**src/rtl/core/assert_macros.svh**
```systemverilog
// assertion macros shared by the tracker rtl
// no dependencies; define ASSERT_OFF to compile the checks out
`ifndef ASSERT_MACROS_SVH
`define ASSERT_MACROS_SVH
`ifndef ASSERT_OFF
`define ASSERT_ALWAYS(lbl, clk, rstn, expr, msg) \
  lbl: assert property (@(posedge clk) disable iff (!(rstn)) (expr)) else $error(msg);
`define ASSERT_IMPLIES(lbl, clk, rstn, ante, cons, msg) \
  lbl: assert property (@(posedge clk) disable iff (!(rstn)) (ante) |-> (cons)) else $error(msg);
`define ASSERT_NEXT(lbl, clk, rstn, ante, cons, msg) \
  lbl: assert property (@(posedge clk) disable iff (!(rstn)) (ante) |=> (cons)) else $error(msg);
`else
`define ASSERT_ALWAYS(lbl, clk, rstn, expr, msg)
`define ASSERT_IMPLIES(lbl, clk, rstn, ante, cons, msg)
`define ASSERT_NEXT(lbl, clk, rstn, ante, cons, msg)
`endif
`endif

```
**src/rtl/core/prt_pkg.sv**
```systemverilog
// types, codes and sizes of the pending request tracker
// no dependencies
`default_nettype none
package prt_pkg;

  localparam int SLOTS    = 8;
  localparam int SLOT_W   = (SLOTS > 1) ? $clog2(SLOTS) : 1;
  localparam int MAX_OUT  = 8;
  localparam int CNT_W    = $clog2(MAX_OUT + 1);
  localparam int FQ_AW    = 1;
  localparam int FQ_DEPTH = 1 << FQ_AW;
  localparam int RQ_AW    = 1;
  localparam int RQ_DEPTH = 1 << RQ_AW;
  localparam int CFG_AW   = 3;
  localparam int CFG_DW   = 32;

  // input command codes
  localparam logic [1:0] CMD_SUBMIT = 2'd0;
  localparam logic [1:0] CMD_RESP   = 2'd1;
  localparam logic [1:0] CMD_TICK   = 2'd2;

  // result kinds
  localparam logic [1:0] KIND_SUBMIT  = 2'd0;
  localparam logic [1:0] KIND_RESP    = 2'd1;
  localparam logic [1:0] KIND_TIMEOUT = 2'd2;

  // submit status
  localparam logic [1:0] STAT_OK      = 2'd0;
  localparam logic [1:0] STAT_BAD_TGT = 2'd1;
  localparam logic [1:0] STAT_FULL    = 2'd2;
  localparam logic [1:0] STAT_REFUSED = 2'd3;

  // register indexes
  localparam logic [CFG_AW-1:0] REG_LOCAL_NODE      = 3'd0;
  localparam logic [CFG_AW-1:0] REG_DEFAULT_TIMEOUT = 3'd1;
  localparam logic [CFG_AW-1:0] REG_BROADCAST_NODE  = 3'd2;
  localparam logic [CFG_AW-1:0] REG_MIN_NODE        = 3'd3;
  localparam logic [CFG_AW-1:0] REG_MAX_NODE        = 3'd4;
  localparam logic [CFG_AW-1:0] REG_TIMEOUT_CODE    = 3'd5;

  typedef enum logic [1:0] {
    OP_SUBMIT = 2'd0,
    OP_RESP   = 2'd1,
    OP_TICK   = 2'd2,
    OP_NONE   = 2'd3
  } op_t;

  typedef struct packed {
    logic [1:0]  command;
    logic [7:0]  node_id;
    logic [7:0]  msg_target_node;
    logic [7:0]  msg_request_id;
    logic [7:0]  cmd_code;
    logic        reply_req;
    logic        tx_ready;
    logic [7:0]  reply_result;
    logic [7:0]  reply_detail;
    logic [31:0] now_ms;
  } in_word_t;

  typedef struct packed {
    logic [1:0] kind;
    logic [1:0] status;
    logic [7:0] req_id;
    logic [7:0] source_node;
    logic [7:0] target_node;
    logic [7:0] op_code;
    logic [7:0] res_code;
    logic [7:0] det_code;
    logic       tracked;
    logic       last;
  } out_word_t;

  typedef struct packed {
    logic [7:0]  local_node;
    logic [31:0] default_timeout;
    logic [7:0]  broadcast_node;
    logic [7:0]  min_node;
    logic [7:0]  max_node;
    logic [7:0]  timeout_code;
  } cfg_t;

  // classified word handed from front to back
  typedef struct packed {
    op_t      op;
    logic     tgt_ok;
    logic     want;
    in_word_t w;
  } cls_t;

endpackage
`default_nettype wire

```
**src/rtl/core/prt_front.sv**
```systemverilog
// front end: accepts input words, classifies them, queues them for the back end
// depends on prt_pkg
`default_nettype none
module prt_front (
  input  wire logic              clk,
  input  wire logic              rst_n,
  input  wire prt_pkg::cfg_t     cfg,
  input  wire logic              push,
  output logic                   full,
  input  wire prt_pkg::in_word_t in_word,
  output logic                   q_valid,
  output prt_pkg::cls_t          q_item,
  input  wire logic              q_take
);
  import prt_pkg::*;

  cls_t             mem_r [FQ_DEPTH];
  logic [FQ_AW-1:0] wr_r;
  logic [FQ_AW-1:0] rd_r;
  logic [FQ_AW:0]   cnt_r;
  cls_t             cls_new;
  logic             push_ok;
  logic             pop_ok;

  assign full    = (cnt_r == (FQ_AW + 1)'(FQ_DEPTH));
  assign q_valid = (cnt_r != '0);
  assign q_item  = mem_r[rd_r];
  assign push_ok = push && !full;
  assign pop_ok  = q_take && q_valid;

  // target check, tracking decision and command decode
  always_comb begin
    cls_new.w      = in_word;
    cls_new.tgt_ok = (in_word.node_id == cfg.broadcast_node) ||
                     ((in_word.node_id >= cfg.min_node) &&
                      (in_word.node_id <= cfg.max_node));
    cls_new.want   = in_word.reply_req && (in_word.node_id != cfg.broadcast_node);
    case (in_word.command)
      CMD_SUBMIT: cls_new.op = OP_SUBMIT;
      CMD_RESP:   cls_new.op = OP_RESP;
      CMD_TICK:   cls_new.op = OP_TICK;
      default:    cls_new.op = OP_NONE;
    endcase
  end

  always_ff @(posedge clk) begin
    if (push_ok) begin
      mem_r[wr_r] <= cls_new;
    end
  end

  always_ff @(posedge clk) begin
    if (!rst_n) begin
      wr_r  <= '0;
      rd_r  <= '0;
      cnt_r <= '0;
    end else begin
      if (push_ok) begin
        wr_r <= wr_r + 1'b1;
      end
      if (pop_ok) begin
        rd_r <= rd_r + 1'b1;
      end
      case ({push_ok, pop_ok})
        2'b10:   cnt_r <= cnt_r + 1'b1;
        2'b01:   cnt_r <= cnt_r - 1'b1;
        default: cnt_r <= cnt_r;
      endcase
    end
  end

endmodule
`default_nettype wire

```
**src/rtl/core/prt_resq.sv**
```systemverilog
// result queue between the back end and the result ports
// depends on prt_pkg and assert_macros.svh
`default_nettype none
`include "assert_macros.svh"
module prt_resq (
  input  wire logic               clk,
  input  wire logic               rst_n,
  input  wire logic               rq_push,
  input  wire prt_pkg::out_word_t rq_word,
  output logic                    rq_full,
  output logic                    empty,
  input  wire logic               pop,
  output prt_pkg::out_word_t      out_word
);
  import prt_pkg::*;

  out_word_t        mem_r [RQ_DEPTH];
  logic [RQ_AW-1:0] wr_r;
  logic [RQ_AW-1:0] rd_r;
  logic [RQ_AW:0]   cnt_r;
  logic             push_ok;
  logic             pop_ok;

  assign rq_full  = (cnt_r == (RQ_AW + 1)'(RQ_DEPTH));
  assign empty    = (cnt_r == '0);
  assign out_word = mem_r[rd_r];
  assign push_ok  = rq_push && !rq_full;
  assign pop_ok   = pop && !empty;

  always_ff @(posedge clk) begin
    if (push_ok) begin
      mem_r[wr_r] <= rq_word;
    end
  end

  always_ff @(posedge clk) begin
    if (!rst_n) begin
      wr_r  <= '0;
      rd_r  <= '0;
      cnt_r <= '0;
    end else begin
      if (push_ok) begin
        wr_r <= wr_r + 1'b1;
      end
      if (pop_ok) begin
        rd_r <= rd_r + 1'b1;
      end
      case ({push_ok, pop_ok})
        2'b10:   cnt_r <= cnt_r + 1'b1;
        2'b01:   cnt_r <= cnt_r - 1'b1;
        default: cnt_r <= cnt_r;
      endcase
    end
  end

  `ASSERT_ALWAYS(a_rq_cnt_bound, clk, rst_n, cnt_r <= (RQ_AW + 1)'(RQ_DEPTH), "result queue overflow")

endmodule
`default_nettype wire

```
**src/rtl/core/prt_back.sv**
```systemverilog
// back end: slot table, id counter and the sequencer that walks the slots
// depends on prt_pkg and assert_macros.svh
`default_nettype none
`include "assert_macros.svh"
module prt_back (
  input  wire logic           clk,
  input  wire logic           rst_n,
  input  wire prt_pkg::cfg_t  cfg,
  input  wire logic           q_valid,
  input  wire prt_pkg::cls_t  q_item,
  output logic                q_take,
  input  wire logic           rq_full,
  output logic                rq_push,
  output prt_pkg::out_word_t  rq_word
);
  import prt_pkg::*;

  typedef enum logic [3:0] {
    ST_IDLE  = 4'b0001,
    ST_RESP  = 4'b0010,
    ST_SCAN  = 4'b0100,
    ST_FLUSH = 4'b1000
  } bk_state_t;

  bk_state_t         state_r, state_nxt;
  logic [SLOT_W-1:0] idx_r, idx_nxt;
  logic [CNT_W-1:0]  cnt_r, cnt_nxt;
  logic              hold_vld_r, hold_vld_nxt;
  out_word_t         hold_r, hold_nxt;
  in_word_t          itm_r, itm_nxt;
  logic [31:0]       cur_time_r, cur_time_nxt;
  logic [7:0]        next_id_r, next_id_nxt;
  logic [SLOTS-1:0]  busy_r, busy_nxt;

  logic [7:0]        sid_r   [SLOTS];
  logic [7:0]        peer_r  [SLOTS];
  logic [7:0]        cmd_r   [SLOTS];
  logic [31:0]       start_r [SLOTS];
  logic [31:0]       limit_r [SLOTS];

  logic              free_any;
  logic [SLOT_W-1:0] free_idx;
  logic [7:0]        id_cur, id_inc, id_adv;
  logic [1:0]        sub_status;
  logic [7:0]        sub_rid;
  logic              sub_trk, sub_draw, sub_take;
  out_word_t         sub_word, resp_word, tmo_word;
  logic [7:0]        rd_sid, rd_peer, rd_cmd;
  logic [31:0]       rd_age;
  logic              resp_hit, tmo_hit, idx_last, cap_hit, slot_wr;

  // lowest free slot
  always_comb begin
    free_any = 1'b0;
    free_idx = '0;
    for (int i = SLOTS - 1; i >= 0; i--) begin
      if (!busy_r[i]) begin
        free_any = 1'b1;
        free_idx = SLOT_W'(i);
      end
    end
  end

  // id counter never hands out zero
  assign id_cur = (next_id_r == 8'd0) ? 8'd1 : next_id_r;
  assign id_inc = id_cur + 8'd1;
  assign id_adv = (id_inc == 8'd0) ? 8'd1 : id_inc;

  always_comb begin
    sub_status = STAT_OK;
    sub_rid    = 8'd0;
    sub_trk    = 1'b0;
    sub_draw   = 1'b0;
    sub_take   = 1'b0;
    if (!q_item.tgt_ok) begin
      sub_status = STAT_BAD_TGT;
    end else if (q_item.want && !free_any) begin
      sub_status = STAT_FULL;
    end else begin
      sub_draw = q_item.want;
      if (!q_item.w.tx_ready) begin
        sub_status = STAT_REFUSED;
      end else if (q_item.want) begin
        sub_take = 1'b1;
        sub_rid  = id_cur;
        sub_trk  = 1'b1;
      end
    end
  end

  always_comb begin
    sub_word.kind        = KIND_SUBMIT;
    sub_word.status      = sub_status;
    sub_word.req_id      = sub_rid;
    sub_word.source_node = cfg.local_node;
    sub_word.target_node = q_item.w.node_id;
    sub_word.op_code     = q_item.w.cmd_code;
    sub_word.res_code    = 8'd0;
    sub_word.det_code    = 8'd0;
    sub_word.tracked     = sub_trk;
    sub_word.last        = 1'b1;
  end

  // slot read at the walk index
  assign rd_sid   = sid_r[idx_r];
  assign rd_peer  = peer_r[idx_r];
  assign rd_cmd   = cmd_r[idx_r];
  assign rd_age   = itm_r.now_ms - start_r[idx_r];
  assign resp_hit = busy_r[idx_r] && (rd_sid == itm_r.msg_request_id) &&
                    (rd_peer == itm_r.node_id);
  assign tmo_hit  = busy_r[idx_r] && (rd_age >= limit_r[idx_r]);
  assign idx_last = (idx_r == SLOT_W'(SLOTS - 1));
  assign cap_hit  = ((cnt_r + 1'b1) == CNT_W'(MAX_OUT));

  always_comb begin
    resp_word.kind        = KIND_RESP;
    resp_word.status      = STAT_OK;
    resp_word.req_id      = itm_r.msg_request_id;
    resp_word.source_node = itm_r.node_id;
    resp_word.target_node = itm_r.msg_target_node;
    resp_word.op_code     = rd_cmd;
    resp_word.res_code    = itm_r.reply_result;
    resp_word.det_code    = itm_r.reply_detail;
    resp_word.tracked     = 1'b0;
    resp_word.last        = 1'b1;

    tmo_word.kind         = KIND_TIMEOUT;
    tmo_word.status       = STAT_OK;
    tmo_word.req_id       = rd_sid;
    tmo_word.source_node  = rd_peer;
    tmo_word.target_node  = cfg.local_node;
    tmo_word.op_code      = rd_cmd;
    tmo_word.res_code     = cfg.timeout_code;
    tmo_word.det_code     = 8'd0;
    tmo_word.tracked      = 1'b0;
    tmo_word.last         = 1'b0;
  end

  always_comb begin
    state_nxt    = state_r;
    idx_nxt      = idx_r;
    cnt_nxt      = cnt_r;
    hold_vld_nxt = hold_vld_r;
    hold_nxt     = hold_r;
    itm_nxt      = itm_r;
    cur_time_nxt = cur_time_r;
    next_id_nxt  = next_id_r;
    busy_nxt     = busy_r;
    q_take       = 1'b0;
    rq_push      = 1'b0;
    rq_word      = sub_word;
    slot_wr      = 1'b0;
    case (state_r)
      ST_IDLE: begin
        if (q_valid) begin
          case (q_item.op)
            OP_SUBMIT: begin
              if (!rq_full) begin
                q_take  = 1'b1;
                rq_push = 1'b1;
                if (sub_draw) begin
                  next_id_nxt = id_adv;
                end
                if (sub_take) begin
                  slot_wr            = 1'b1;
                  busy_nxt[free_idx] = 1'b1;
                end
              end
            end
            OP_RESP: begin
              q_take    = 1'b1;
              itm_nxt   = q_item.w;
              idx_nxt   = '0;
              state_nxt = ST_RESP;
            end
            OP_TICK: begin
              q_take       = 1'b1;
              itm_nxt      = q_item.w;
              cur_time_nxt = q_item.w.now_ms;
              idx_nxt      = '0;
              cnt_nxt      = '0;
              state_nxt    = ST_SCAN;
            end
            default: begin
              q_take = 1'b1;
            end
          endcase
        end
      end
      ST_RESP: begin
        if (resp_hit) begin
          if (!rq_full) begin
            rq_push         = 1'b1;
            rq_word         = resp_word;
            busy_nxt[idx_r] = 1'b0;
            state_nxt       = ST_IDLE;
          end
        end else if (idx_last) begin
          state_nxt = ST_IDLE;
        end else begin
          idx_nxt = idx_r + 1'b1;
        end
      end
      ST_SCAN: begin
        // a found timeout waits in hold until the next one or the end of the walk
        if (tmo_hit) begin
          if (!hold_vld_r || !rq_full) begin
            rq_push         = hold_vld_r;
            rq_word         = hold_r;
            hold_nxt        = tmo_word;
            hold_vld_nxt    = 1'b1;
            busy_nxt[idx_r] = 1'b0;
            cnt_nxt         = cnt_r + 1'b1;
            if (idx_last || cap_hit) begin
              state_nxt = ST_FLUSH;
            end else begin
              idx_nxt = idx_r + 1'b1;
            end
          end
        end else if (idx_last) begin
          state_nxt = ST_FLUSH;
        end else begin
          idx_nxt = idx_r + 1'b1;
        end
      end
      ST_FLUSH: begin
        if (!hold_vld_r) begin
          state_nxt = ST_IDLE;
        end else if (!rq_full) begin
          rq_push      = 1'b1;
          rq_word      = hold_r;
          rq_word.last = 1'b1;
          hold_vld_nxt = 1'b0;
          state_nxt    = ST_IDLE;
        end
      end
      default: begin
        state_nxt = ST_IDLE;
      end
    endcase
  end

  always_ff @(posedge clk) begin
    if (slot_wr) begin
      sid_r[free_idx]   <= id_cur;
      peer_r[free_idx]  <= q_item.w.node_id;
      cmd_r[free_idx]   <= q_item.w.cmd_code;
      start_r[free_idx] <= cur_time_r;
      limit_r[free_idx] <= cfg.default_timeout;
    end
    hold_r <= hold_nxt;
    itm_r  <= itm_nxt;
  end

  always_ff @(posedge clk) begin
    if (!rst_n) begin
      state_r    <= ST_IDLE;
      idx_r      <= '0;
      cnt_r      <= '0;
      hold_vld_r <= 1'b0;
      cur_time_r <= 32'd0;
      next_id_r  <= 8'd1;
      busy_r     <= '0;
    end else begin
      state_r    <= state_nxt;
      idx_r      <= idx_nxt;
      cnt_r      <= cnt_nxt;
      hold_vld_r <= hold_vld_nxt;
      cur_time_r <= cur_time_nxt;
      next_id_r  <= next_id_nxt;
      busy_r     <= busy_nxt;
    end
  end

  `ASSERT_IMPLIES(a_hold_in_walk, clk, rst_n, hold_vld_r, state_r == ST_SCAN || state_r == ST_FLUSH, "held timeout outside tick walk")
  `ASSERT_ALWAYS(a_id_nonzero, clk, rst_n, next_id_r != 8'd0, "id counter holds zero")
  `ASSERT_IMPLIES(a_push_room, clk, rst_n, rq_push, !rq_full, "push into full result queue")
  `ASSERT_ALWAYS(a_cnt_cap, clk, rst_n, cnt_r <= CNT_W'(MAX_OUT), "too many timeouts in one tick")

endmodule
`default_nettype wire

```
**src/rtl/core/pending_request_tracker_core.sv**
```systemverilog
// path: a submit result reaches the ports through the input queue and the result queue;
// a response or a tick first walks the slots, one slot visited per cycle unless the
// result queue is full; throughput: a submit every cycle while the result queue has room;
// a response or a tick holds the back end while it walks the slots, longer while the queue is full
// reset: synchronous, active low; queues empty, all slots free, id counter 1, time 0,
// registers at their defaults; slot contents are not cleared, only the busy flags
`default_nettype none
module pending_request_tracker_core (
  input  wire logic                          clk,
  input  wire logic                          rst_n,
  // input queue side
  input  wire logic                          push,
  output logic                               full,
  input  wire prt_pkg::in_word_t             in_word,
  // result queue side
  output logic                               empty,
  input  wire logic                          pop,
  output prt_pkg::out_word_t                 out_word,
  // register writes
  input  wire logic                          cfg_we,
  input  wire logic [prt_pkg::CFG_AW-1:0]    cfg_index,
  input  wire logic [prt_pkg::CFG_DW-1:0]    cfg_wdata
);
  import prt_pkg::*;

  cfg_t      cfg_r;
  logic      q_valid;
  cls_t      q_item;
  logic      q_take;
  logic      rq_full;
  logic      rq_push;
  out_word_t rq_word;

  // register file; the user must write only while the block is quiet, the block does not
  // enforce it, so both ends may use the values without any staging
  always_ff @(posedge clk) begin
    if (!rst_n) begin
      cfg_r.local_node      <= 8'd0;
      cfg_r.default_timeout <= 32'd1000;
      cfg_r.broadcast_node  <= 8'd255;
      cfg_r.min_node        <= 8'd1;
      cfg_r.max_node        <= 8'd254;
      cfg_r.timeout_code    <= 8'd0;
    end else if (cfg_we) begin
      case (cfg_index)
        REG_LOCAL_NODE:      cfg_r.local_node      <= cfg_wdata[7:0];
        REG_DEFAULT_TIMEOUT: cfg_r.default_timeout <= cfg_wdata;
        REG_BROADCAST_NODE:  cfg_r.broadcast_node  <= cfg_wdata[7:0];
        REG_MIN_NODE:        cfg_r.min_node        <= cfg_wdata[7:0];
        REG_MAX_NODE:        cfg_r.max_node        <= cfg_wdata[7:0];
        REG_TIMEOUT_CODE:    cfg_r.timeout_code    <= cfg_wdata[7:0];
        default:             cfg_r                 <= cfg_r;
      endcase
    end
  end

  // front end: target check and command decode at the input, then a two word queue
  prt_front u_front (
    .clk     (clk),
    .rst_n   (rst_n),
    .cfg     (cfg_r),
    .push    (push),
    .full    (full),
    .in_word (in_word),
    .q_valid (q_valid),
    .q_item  (q_item),
    .q_take  (q_take)
  );

  // back end: response and tick walk the slots one per cycle while the result queue has room
  prt_back u_back (
    .clk     (clk),
    .rst_n   (rst_n),
    .cfg     (cfg_r),
    .q_valid (q_valid),
    .q_item  (q_item),
    .q_take  (q_take),
    .rq_full (rq_full),
    .rq_push (rq_push),
    .rq_word (rq_word)
  );

  // result queue decouples the back end from the consumer
  prt_resq u_resq (
    .clk      (clk),
    .rst_n    (rst_n),
    .rq_push  (rq_push),
    .rq_word  (rq_word),
    .rq_full  (rq_full),
    .empty    (empty),
    .pop      (pop),
    .out_word (out_word)
  );

endmodule
`default_nettype wire

```
**config.mk**
```make
export PLATFORM = sky130hd
export DESIGN_NAME = pending_request_tracker_core
export DESIGN_NICKNAME = d
export VERILOG_FILES = /design/src/rtl/core/prt_pkg.sv /design/src/rtl/core/prt_front.sv /design/src/rtl/core/prt_resq.sv /design/src/rtl/core/prt_back.sv /design/src/rtl/core/pending_request_tracker_core.sv
export VERILOG_INCLUDE_DIRS = /design/src /design/src/rtl/core
export SDC_FILE = /design/constraint.sdc
export NUM_CORES = 1
export LEC_CHECK = 0
export ABC_AREA = 0
export BUFFER_PORTS_ARGS = -buffer_cell sky130_fd_sc_hd__buf_2
export CORE_MARGIN = 4
export CORE_UTILIZATION = 62
export DETAILED_ROUTE_END_ITERATION = 12
export GPL_TIMING_DRIVEN = 0
export PLACE_DENSITY = 0.88
export REMOVE_ABC_BUFFERS = 1
export SLEW_MARGIN = 20
export SYNTH_ARGS = -nofsm -noshare
export SYNTH_HDL_FRONTEND = slang
export SYNTH_SLANG_ARGS = --single-unit
```
**constraint.sdc**
```tcl
create_clock -name clk -period 13 [get_ports clk]
set_input_delay 2.6 -clock clk [delete_from_list [all_inputs] [get_ports clk]]
set_output_delay 2.6 -clock clk [all_outputs]
set_load 0.02 [all_outputs]
```
==> run metrics, run 1 <==
Cell Area, Placed=53000 sq um; WP data arrival=10160 ps; Clock Tree Root=clkbuf_16; Die Y=290 microns; status=completed; GRT overflow=0; post-CTS setup buffer count=0; R2R Setup Slk=3220 ps; power after layout=0.0100 W; DR iter-0 viols=3378; Post-Synth Simple-Gate Area=0.0491; relative slew slack=0.271; pin count of the biggest net entering global routing=71; DP Wirelength=73600 microns; Die Footprint=84100 sq um; RSZ-0062 raised after global routing=false; Pwr per Cell Area=176 nW/um^2; Worst Hold Path Cells=0; input/output buffers=179; # IOs=180; mapped cell area=49300 sq um; gpl congestion=0.852; mean number of vias per cell=6.51; EDFF count, synth=1094; post-synthesis sequential area ratio=0.726; reg2reg path depth=27; Layout Nets=3327; mux contribution to synthesized area=0.130; pre-CTS setup slack=3380 ps; Final Max Slew Viols=0; Post-Route WL=119000 microns; Min-Delay Endpoint=u_back.hold_r[12]; Mean Syn Cell Area=17.3 sq um; Worst-path clk slew=70 ps; via count of the first global-routing pass=28900; worst vdd ir=0.114 mV; crit end category=flop; Synth Warn #=0; TritonRoute pass-1 iters=6; fin crit share=0.752; vias=27800; Filler cells=4384; worst skew pair latency=690 ps; die extent in x=290 microns; Synth Area in Compound Gates=0.0475; Layout area overhead=15.7%; setup ws final=3220 ps; total track usage=0.279; commonest non-fill, non-tap cell in the layout=edfxtp_1; final setup fails=0; Fmax achieved=0.102 GHz; Routed wire per std cell=27.9 microns; placed cells=4045; global-route wire length before repair=179000 microns; TritonCTS Buffers=116; antenna violations before repair=1; Post-DRT Antenna Nets=0; CTS tree=built; Hold Violations, Final=0; Initial Util=0.625; ys async rst share=0; Max FO, Critical Path=35; core area=78900 sq um; cts repair resizes=0; CTS max path bufs=3; largest family of logic cells by synthesized area=multiplexers; Synth Register Bits=1239; most frequent cells in the layout=1094 x edfxtp_1, 261 x nand2_1, 196 x buf_2, 167 x mux4_2, 161 x mux2_2; Synth Area in XOR/XNOR=0.0114; fin cells=4269; Worst-Margin Slew=1090 ps; Critical R2R Capture=u_resq.mem_r[1][19]; DRC errors left=0; clock skew=35.5 ps; Adder-Cell Fraction of Synth Area=0.0227; hold_buf cts=0; worst min path class=reg -> reg; crit path launch type=flop; layout cells sized above 1=0.262; row count=103; clk sink count=1239; hold slack=435 ps; CP required=13380 ps; synthesized instance count=2842; Unique masters post-synth=75; Post-Layout Inst Area=57000 sq um; hold_sp=cfg_r[2]; max cap viols=0; H-tree depth=3; Crit Path Class=reg -> reg; Pleak=19.2 nW; Synth Flop Type=edfxtp_1; post-layout min period=9780 ps
-- critical path: stages (launching register included) --
cell	delay [ps]
dfxtp_4	530
buf_16	310
buf_16	290
buf_16	280
buf_16	260
mux4_2	540
mux2i_1	220
ha_1	360
o211ai_1	160
a21oi_1	120
o31a_1	310
or4_1	630
a21o_1	300
a221o_1	370
or4b_1	500
a31oi_1	270
xnor2_1	120
ha_1	330
nand4_1	220
nor4_1	620
o211ai_1	440
nor4_1	310
a22o_1	390
o21ai_0	140
a311o_1	500
nor2_4	360
buf_12	240
buf_16	200
-- per-stage QoR --
| step | setup TNS (ps) | utilization |
|---|---|---|
| final | 0 | 0.723 |
| after global routing | 0 | 0.723 |
| after CTS | 0 | 0.723 |
| after detailed placement | 0 | 0.671 |
| after global placement | -3850590 | 0.646 |
| after floorplan | -330660 | - |
-- synth_stat cells, drive strengths merged (37+ instances only) --
| cell type | number | area share |
|---|---|---|
| edfxtp | 1094 | 0.67 |
| mux4 | 167 | 0.076 |
| nor2 | 83 | 0.0065 |
| ha | 88 | 0.022 |
| inv | 37 | 0.0028 |
| a21oi | 149 | 0.015 |
| mux2 | 161 | 0.037 |
| dfxtp | 145 | 0.059 |
| nand2 | 263 | 0.020 |
| a21o | 42 | 0.0064 |
| clkbuf | 96 | 0.0073 |
| mux2i | 83 | 0.017 |
| o21ai | 38 | 0.0039 |
-- cell families (layout without fill, tap and decap cells) --
logic type	Yosys count	in the layout
compound gates	345	345
xor+xnor	64	64
fa+ha+maj	89	89
buf+inv	168	542
flops	1239	1239
mux	411	411
other cells	0	3
simple gates	526	526
-- worst max path at each step --
stage	to	cells after the start
4_1_cts	u_resq.mem_r[0][8]	27
2_1_floorplan	u_back.cnt_r[3]	23
3_5_place_dp	u_resq.mem_r[0][20]	27
3_3_place_gp	u_back.start_r[3][16]	6
6_report	u_resq.mem_r[1][19]	27
5_1_grt	u_resq.mem_r[0][47]	27
-- power breakdown --
part	internal, W	leakage [nW]	total (W)	switching (W)
Sequential	0.00465	11.3	0.00477	0.000123
Combinational	0.000670	5.96	0.00167	0.00100
Clock	0.00211	1.96	0.00358	0.00147
-- state kept, by name, indices dropped and copies added (netlist names), 32 cells and up, named ones only --
signal and count:
u_back.itm_r 72, u_front.mem_r 170, u_back.start_r 256, u_back.cmd_r 64, u_back.peer_r 64, u_resq.mem_r 108
u_back.hold_r 40, u_back.limit_r 256, u_back.sid_r 64, cfg_r 72, u_back.cur_time_r 32
-- layer usage --
layer,GRT usage,vias up,routed length [microns]
met1,0.354,14000,42400
met3,0.0400,380,9350
li1,-,11700,-
met4,0.119,0,5630
met5,0,-,0
met2,0.486,1707,61500
-- final cells by class --
| type | instances | area, sq um | area share |
|---|---|---|---|
| inverter | 37 | 144 | 0.00252 |
| multi-input combinational | 1435 | 13000 | 0.228 |
| clock buffer | 162 | 3270 | 0.0573 |
| clock inverter | 58 | 791 | 0.0139 |
| timing repair buffer | 285 | 2750 | 0.0482 |
| sequential | 1239 | 35800 | 0.627 |
| antenna | 3 | 7.51 | 0.000132 |
| tap | 1050 | 1310 | 0.0230 |
Note: power is estimated with default switching activity, not from simulation.
==> run 2: changes to the inputs <==
Settings changed: CORE_UTILIZATION 62 to 56, PLACE_DENSITY 0.88 to 0.84.
Clock period 13 ns to 8.09 ns, I/O delays scaled along.
==> run 2 against run 1 <==
Effect of this change: worst hold slack got worse by 5.4 ps; flip-flop and latch count unchanged; global-route usage shrank 2.3 points; via count rose by 0.34%; wire length increased by 1.7%; non-clock buffer count up 25; register-to-register slack got worse by 2900 ps; clock power grew 61%; final cell count grew 3.1%; first-iteration DRC count down 9.9%; die area rose by 10%; critical path depth shrank 1; largest power group unchanged; highest routed layer unchanged.
==> run metrics, run 2 (same netlist as run 1, synthesis figures left out) <==
status=completed; crit end category=flop; Clock Tree Root=clkbuf_16; core area=87000 sq um; Die Footprint=92800 sq um; DR iter-0 viols=3042; fin cells=4403; Pwr per Cell Area=280 nW/um^2; hold slack=430 ps; Worst-path clk slew=70 ps; Post-Layout Inst Area=57700 sq um; mean number of vias per cell=6.34; # IOs=180; relative slew slack=0.215; Cell Area, Placed=53300 sq um; CTS tree=built; DP Wirelength=74800 microns; H-tree depth=3; Layout area overhead=17.1%; fin crit share=0.962; most frequent cells in the layout=1094 x edfxtp_1, 261 x nand2_1, 193 x buf_2, 167 x mux4_2, 161 x mux2_2; input/output buffers=179; Post-Route Utilization=0.663; Fmax achieved=0.129 GHz; hold_sp=cfg_r[0]; global-route wire length before repair=180000 microns; worst skew pair latency=700 ps; CP required=8480 ps; Post-Route WL=121000 microns; placed cells=4162; vias=27900; Worst-Margin Slew=1180 ps; worst min path class=reg -> reg; Pleak=19.5 nW; commonest non-fill, non-tap cell in the layout=edfxtp_1; Routed wire per std cell=27.5 microns; TritonRoute pass-1 iters=10; final setup fails=0; total track usage=0.256; worst vdd ir=0.251 mV; hold_buf cts=0; Initial Util=0.566; DRC errors left=0; CP max stage delay=620 ps; Layout Nets=3353; RSZ-0062 raised after global routing=false; Die Y=305 microns; GRT overflow=0; gpl congestion=0.845; CP dominant cell by count=buf_16; via count of the first global-routing pass=28700; biggest regs=u_back.limit_r (256), u_back.start_r (256), u_front.mem_r (170); CTS max path bufs=3; Hold Violations, Final=0; reg2reg path depth=26; Max FO, Critical Path=21; clk sink count=1239; Crit Path Class=reg -> reg; Post-DRT Antenna Nets=0; crit path launch type=flop; post-layout min period=7780 ps; die extent in x=305 microns; row count=108; Final Max Slew Viols=0; WP data arrival=8170 ps; clock skew=52.5 ps; Worst Hold Path Cells=0; antenna violations before repair=5; max cap viols=0; layout cells sized above 1=0.273; TritonCTS Buffers=117; Critical Path Slowest Stage Cell=or4_1; pin count of the biggest net entering global routing=64; Filler cells=5330; power after layout=0.0162 W
-- run 2: layout make-up --
type / count / area [sq um] / share of cell area
diodes: 5 / 12.5 / 0.000217
flip-flops and latches: 1239 / 35800 / 0.620
clock buffers: 163 / 3330 / 0.0577
clock inverters: 59 / 798 / 0.0138
inverters: 37 / 144 / 0.00249
repair buffers: 310 / 3170 / 0.0549
multi-input cells: 1435 / 13000 / 0.226
well taps: 1155 / 1450 / 0.0250
-- run 2: through the flow --
stage          setup WS, ps  TNS [ps]
6_report                311         0
2_1_floorplan         -7270  -2219100
5_1_grt                70.6         0
3_5_place_dp          -1030   -125420
3_3_place_gp         -17100  -9934560
4_1_cts               0.363         0
-- run 2: metal layers --
metal	vias up	share of wire	wire (microns)	track usage
li1	11800	-	-	-
met1	14100	0.37	44500	0.331
met2	1664	0.50	60700	0.433
met3	393	0.085	10300	0.0474
met4	0	0.045	5440	0.106
met5	-	0	0	0
-- run 2: what timing repair did --
action / CTS / global route
setup endpoints to repair: 211 / 180
setup buffers: 4 / 7
cloned: 2 / 1
gates resized for setup: 6 / 4
pin swaps: 3 / 3
-- run 2: path summary, 6_finish.rpt --
path,end,slack [ps]
worst min register to register,u_back.hold_r[10],430
worst min-delay path,u_back.hold_r[10],430
worst max-delay path,u_resq.mem_r[1][20],310
worst max register to register,u_resq.mem_r[1][20],310
-- run 2: worst max-delay path: cells and delay by family, from the launching register on --
family | cells | cell delay, ps
DFF | 1 | 380
AOI/OAI and AO/OA | 10 | 2540
xor gates and xnor gates | 1 | 90
buffers and inverters | 5 | 1030
adders and majority gates | 2 | 620
and+or+nand+nor | 6 | 2040
muxes | 2 | 680
-- run 2: power by group --
part / switching, W / internal (W)
clock: 0.00238 / 0.00340
sequential: 0.000196 / 0.00747
combinational: 0.00160 / 0.00111
total: 0.00417 / 0.0120
